<file path="src/hw/rtl/bpc_pkg.sv">
// Shared types, constants and helpers of the pressure compensation unit.
package bpc_pkg;

  localparam int unsigned DataWidth = 32;
  localparam int unsigned CfgIdxWidth = 2;
  localparam int unsigned CfgDataWidth = 64;

  typedef enum logic [CfgIdxWidth-1:0] {
    CfgCalibA = 2'd0,
    CfgCalibB = 2'd1,
    CfgCalibC = 2'd2
  } cfg_idx_e;

  localparam logic [31:0] TempOffset = 32'd4000;
  localparam logic [31:0] B4Offset   = 32'd32768;
  localparam logic [31:0] PressScale = 32'd50000;
  localparam logic [31:0] PCoefSq    = 32'd3038;
  localparam logic [31:0] PCoefLin   = 32'hFFFF_E343; // -7357
  localparam logic [31:0] PCoefOff   = 32'd3791;

  typedef struct packed {
    logic [15:0] raw_temperature;
    logic [15:0] raw_pressure;
  } bpc_in_t;

  typedef struct packed {
    logic signed [31:0] temperature_tenths;
    logic signed [31:0] pressure_pascal;
    logic               divide_error;
  } bpc_out_t;

  function automatic logic [31:0] sx16(input logic [15:0] v);
    return {{16{v[15]}}, v};
  endfunction

  function automatic logic [31:0] zx16(input logic [15:0] v);
    return {16'd0, v};
  endfunction

  function automatic logic [31:0] asr32(input logic [31:0] v, input int unsigned s);
    logic signed [31:0] sv;
    sv = $signed(v);
    return $unsigned(sv >>> s);
  endfunction

endpackage

</file>
<file path="src/hw/rtl/bpc_udiv.sv">
// Pipelined restoring unsigned divider, one quotient bit per stage.
module bpc_udiv import bpc_pkg::*; #(
  parameter int unsigned W  = DataWidth,
  parameter int unsigned SW = 1
) (
  input  logic          clk_i,
  input  logic          rst_ni,
  input  logic          valid_i,
  input  logic [W-1:0]  num_i,
  input  logic [W-1:0]  den_i,
  input  logic [SW-1:0] side_i,
  output logic          valid_o,
  output logic [W-1:0]  quo_o,
  output logic [SW-1:0] side_o
);

  logic          valid_q [W];
  logic [W-1:0]  rem_q   [W];
  logic [W-1:0]  nq_q    [W];
  logic [W-1:0]  den_q   [W];
  logic [SW-1:0] side_q  [W];

  for (genvar k = 0; k < W; k++) begin : g_stage
    logic          v_in;
    logic [W-1:0]  rem_in;
    logic [W-1:0]  nq_in;
    logic [W-1:0]  den_in;
    logic [SW-1:0] side_in;
    logic [W:0]    r2;
    logic [W:0]    diff;
    logic          ge;

    if (k == 0) begin : g_first
      assign v_in    = valid_i;
      assign rem_in  = '0;
      assign nq_in   = num_i;
      assign den_in  = den_i;
      assign side_in = side_i;
    end else begin : g_next
      assign v_in    = valid_q[k-1];
      assign rem_in  = rem_q[k-1];
      assign nq_in   = nq_q[k-1];
      assign den_in  = den_q[k-1];
      assign side_in = side_q[k-1];
    end

    // shift in next numerator bit, subtract when it fits
    assign r2   = {rem_in, nq_in[W-1]};
    assign diff = r2 - {1'b0, den_in};
    assign ge   = ~diff[W];

    always_ff @(posedge clk_i or negedge rst_ni) begin
      if (!rst_ni) begin
        valid_q[k] <= 1'b0;
      end else begin
        valid_q[k] <= v_in;
      end
    end

    always_ff @(posedge clk_i) begin
      rem_q[k]  <= ge ? diff[W-1:0] : r2[W-1:0];
      nq_q[k]   <= {nq_in[W-2:0], ge};
      den_q[k]  <= den_in;
      side_q[k] <= side_in;
    end
  end

  assign valid_o = valid_q[W-1];
  assign quo_o   = nq_q[W-1];
  assign side_o  = side_q[W-1];

endmodule
</file>
<file path="config.mk">
export PLATFORM = sky130hd
export DESIGN_NAME = bpc_udiv
export DESIGN_NICKNAME = d
export VERILOG_FILES = /design/src/hw/rtl/bpc_pkg.sv /design/src/hw/rtl/bpc_udiv.sv
export SDC_FILE = /design/constraint.sdc
export NUM_CORES = 2
export LEC_CHECK = 0
export BUFFER_PORTS_ARGS = -buffer_cell sky130_fd_sc_hd__buf_2
export CELL_PAD_IN_SITES_DETAIL_PLACEMENT = 2
export CELL_PAD_IN_SITES_GLOBAL_PLACEMENT = 2
export CORE_MARGIN = 2
export CORE_UTILIZATION = 42
export CTS_CLUSTER_SIZE = 12
export DETAILED_ROUTE_END_ITERATION = 6
export PLACE_DENSITY = 0.87
export SYNTH_ARGS = -nofsm -noshare
export SYNTH_HDL_FRONTEND = slang
export SYNTH_SLANG_ARGS = --single-unit
</file>
<file path="constraint.sdc">
create_clock -name clk_i -period 4.45 [get_ports clk_i]
set_input_delay 0.6675 -clock clk_i [delete_from_list [all_inputs] [get_ports clk_i]]
set_output_delay 0.6675 -clock clk_i [all_outputs]
set_load 0.01 [all_outputs]
</file>
==> impl_metrics.yaml <==
setup_path:
  endpoint_kind: "register"
  cp.required_ns: 5.40
  crit_slowest_cell: "a311oi_1"
  crit_chain: "inv_1 -> ha_1 -> a21oi_1 -> nand2_1 -> nand2_1 -> a21oi_2 -> o221ai_2 -> o21ai_0 -> a311oi_1 -> xor2_1 -> o21ai_0"
  worst_ep_arrival_time_ns: 6.57
  worstPathMaxFanout: 5
  startpoint_type: "register"
  path_class: "register to register"
  cp_slowest_stage_delay_ns: 1.23
timing:
  timing.fmax_mhz: 178
  skew_ns: 0.139
  hold_viol: 0
  worst_slew_pin_slew_ns: 1.99
  fin_ws_ns: -1.18
  setup_tns_ns: -103.77
  post-route-min-period_ns: 5.63
  setup_viol: 415
  timing.final.crit_share: 1.26
  slew_headroom: -0.339
  maxSlewViolCount: 9
yosys:
  yosys.area.top_type: "dfxtp_1"
  synth.top_cell.area_share: 0.490
  synth_area_per_cell_um2: 10.3
  syn_area_mm2: 0.124
  synthFlopType: "dfxtp_1"
  ys_types: 97
  seq_area_frac_synth: 0.497
  synth_area_leaders: "dfxtp_1 49%, ha_1 10%, mux2_2 5.9%"
  post_synth_inst_count: 12047
  synth_warnings: 0
  synthArstFlopShare: 0.0104
  ys_ff_latch: 3072
  synth_edf_count: 0
layout:
  final_nets: 13513
  drive_above_1_share: 0.126
  area_delta_synth_final_pct: 14.7
  stdcell_area_mm2: 0.142
  stdcell_count: 16625
  final_cell_mix: "3031 x dfxtp_1, 1222 x inv_1, 988 x ha_1"
  final_common_cell: "dfxtp_1"
detailed_routing:
  ant_nets: 0
  drtPass1Iterations: 7
  drc_errors: 1
  vias_per_cell: 6.17
  drt-total-wl_mm: 566
  wl_per_cell_um: 34.1
  via_count: 102577
  first_iter_violations: 8675
status:
  status: "finished, violations left"
  violations: "design-rule violations, max-capacitance violations, max-slew violations, negative setup slack"
power_and_ir_drop:
  finalPower_mw: 147
  ir_worst_vdd_mv: 1.07
  leakage_nw: 65.3
  powerDensity_mw_per_mm2: 1040
placement:
  place_inst: 15901
  dp_hpwl_mm: 290
  port_buffers: 101
  dpl_cell_area_mm2: 0.130
  dpl_worst_slack_ns: -0.244
  gp_congestion: 0.877
global_route:
  grt_max_degree: 64
  antenna_found_initial: 81
  gr-total-overflow: 0
  grt_pass1_wl_mm: 759
  grt_pass1_vias: 112490
  track_usage: 0.331
die:
  ios: 102
  dieArea_mm2: 0.300
  die_h_um: 548
  rows: 199
  die_x_um: 548
  start_util: 0.422
  coreArea_mm2: 0.294
clock_tree:
  clkLatencyLatePin_ns: 1.03
  numCtsBuffers: 335
  tritoncts: "done"
  cts-root-buf: "clkbuf_16"
  htree_levels: 5
  clk_pin_slew_ns: 0.08
  cts_buffer_depth: 4
  clock-sinks: 3072
worst_hold_path:
  hold_path_class: "primary input to register"
flow_run:
  cap_violations: 4
report_power, final:
group          internal, mW  switching (mW)  leakage (nW)
Sequential             35.9            7.54          26.0
Clock                  16.1            13.3          5.33
Combinational          29.2            45.3          33.9
stage by stage:
stage,utilization,hold slack (ns)
finish,0.484,0.0467
global route,0.484,0.0746
CTS,0.481,0.0472
detailed placement,0.441,0.313
global placement,0.441,0.309
floorplan,-,0.310
final cells by class:
| type | instances | area, µm² |
|---|---|---|
| fillers | 29401 | 152000 |
| flip-flops and latches | 3072 | 61700 |
| multi-input cells | 7513 | 57700 |
| clock buffers | 464 | 9670 |
| well taps | 3919 | 4900 |
| inverters | 1223 | 4590 |
| repair buffers | 277 | 2430 |
| clock inverters | 94 | 1130 |
| diodes | 63 | 158 |
worst max-delay path: cells and delay by family, from the launching register on:
kind / cells / cell delay, ns
adders and majority gates: 1 / 0.43
AOI/OAI and AO/OA: 6 / 3.18
xor gates and xnor gates: 1 / 0.40
buffers and inverters: 1 / 0.15
DFF: 1 / 0.73
and+or+nand+nor: 2 / 0.64
synth_stat cells, drive strengths merged (44+ instances only):
cell,instances
clkbuf,171
nand2b,121
o31ai,59
ha,993
nor2,501
nor3,100
o21bai,70
xor2,309
xnor2,510
a211oi,63
o21a,134
nand4,94
a21boi,48
inv,1223
o21ai,677
buf,84
mux2i,68
nand3,170
a21oi,845
dfxtp,3040
mux2,688
nor2b,148
a21o,455
and3,87
nand2,626
o211ai,49
and2,58
a31oi,106
or3,44
final timing paths:
kind                               start                to  slack, ns  cells past startpoint
min                            num_i[31]       rem_q[0][0]       0.05                      3
min reg2reg                   nq_q[3][5]       nq_q[3][38]       0.25                      0
min in group asynchronous         rst_ni   g_stage[8].v_in       0.33                      2
max in group asynchronous         rst_ni  g_stage[24].v_in       3.69                      2
max reg2reg                den_q[3][111]      rem_q[1][30]      -1.18                     11
max                        den_q[3][111]      rem_q[1][30]      -1.18                     11
cell families (layout without fill, tap and decap cells):
group | Yosys count | count (layout) | synth area share
and+or+nand+nor | 2070 | 2070 | 0.0800
AOI/OAI and AO/OA | 2828 | 2829 | 0.145
adders and majority gates | 1023 | 1023 | 0.105
muxes | 756 | 756 | 0.0687
other | 1 | 78 | 0.0000302
buffers and inverters | 1478 | 2058 | 0.0462
xor gates and xnor gates | 819 | 820 | 0.0585
DFF | 3072 | 3072 | 0.497
state kept, by name, indices dropped and copies added (netlist names):
signal and count:
valid_o 1, side_q 32, den_q 992, nq_q 1024
g_stage.v_in 31, rem_q 992
per-layer routing:
| metal | GRT usage | routed length (µm) |
|---|---|---|
| met4 | 0.260 | 58800 |
| met2 | 0.604 | 275000 |
| met3 | 0.0683 | 42500 |
| met5 | 0.000158 | 853 |
| met1 | 0.326 | 189000 |
repair_timing:
| item | CTS | global route |
|---|---|---|
| buffers inserted | 2 | 32 |
| hold buffers | 65 | 0 |
| gates resized for setup | 42 | 125 |
| endpoints found under the setup margin | 381 | 632 |
| gates cloned | 2 | 1 |
| pin swaps | 4 | 20 |
| endpoints found under the hold margin | 96 | 0 |
No activity file was read; power rests on OpenSTA's default activity.
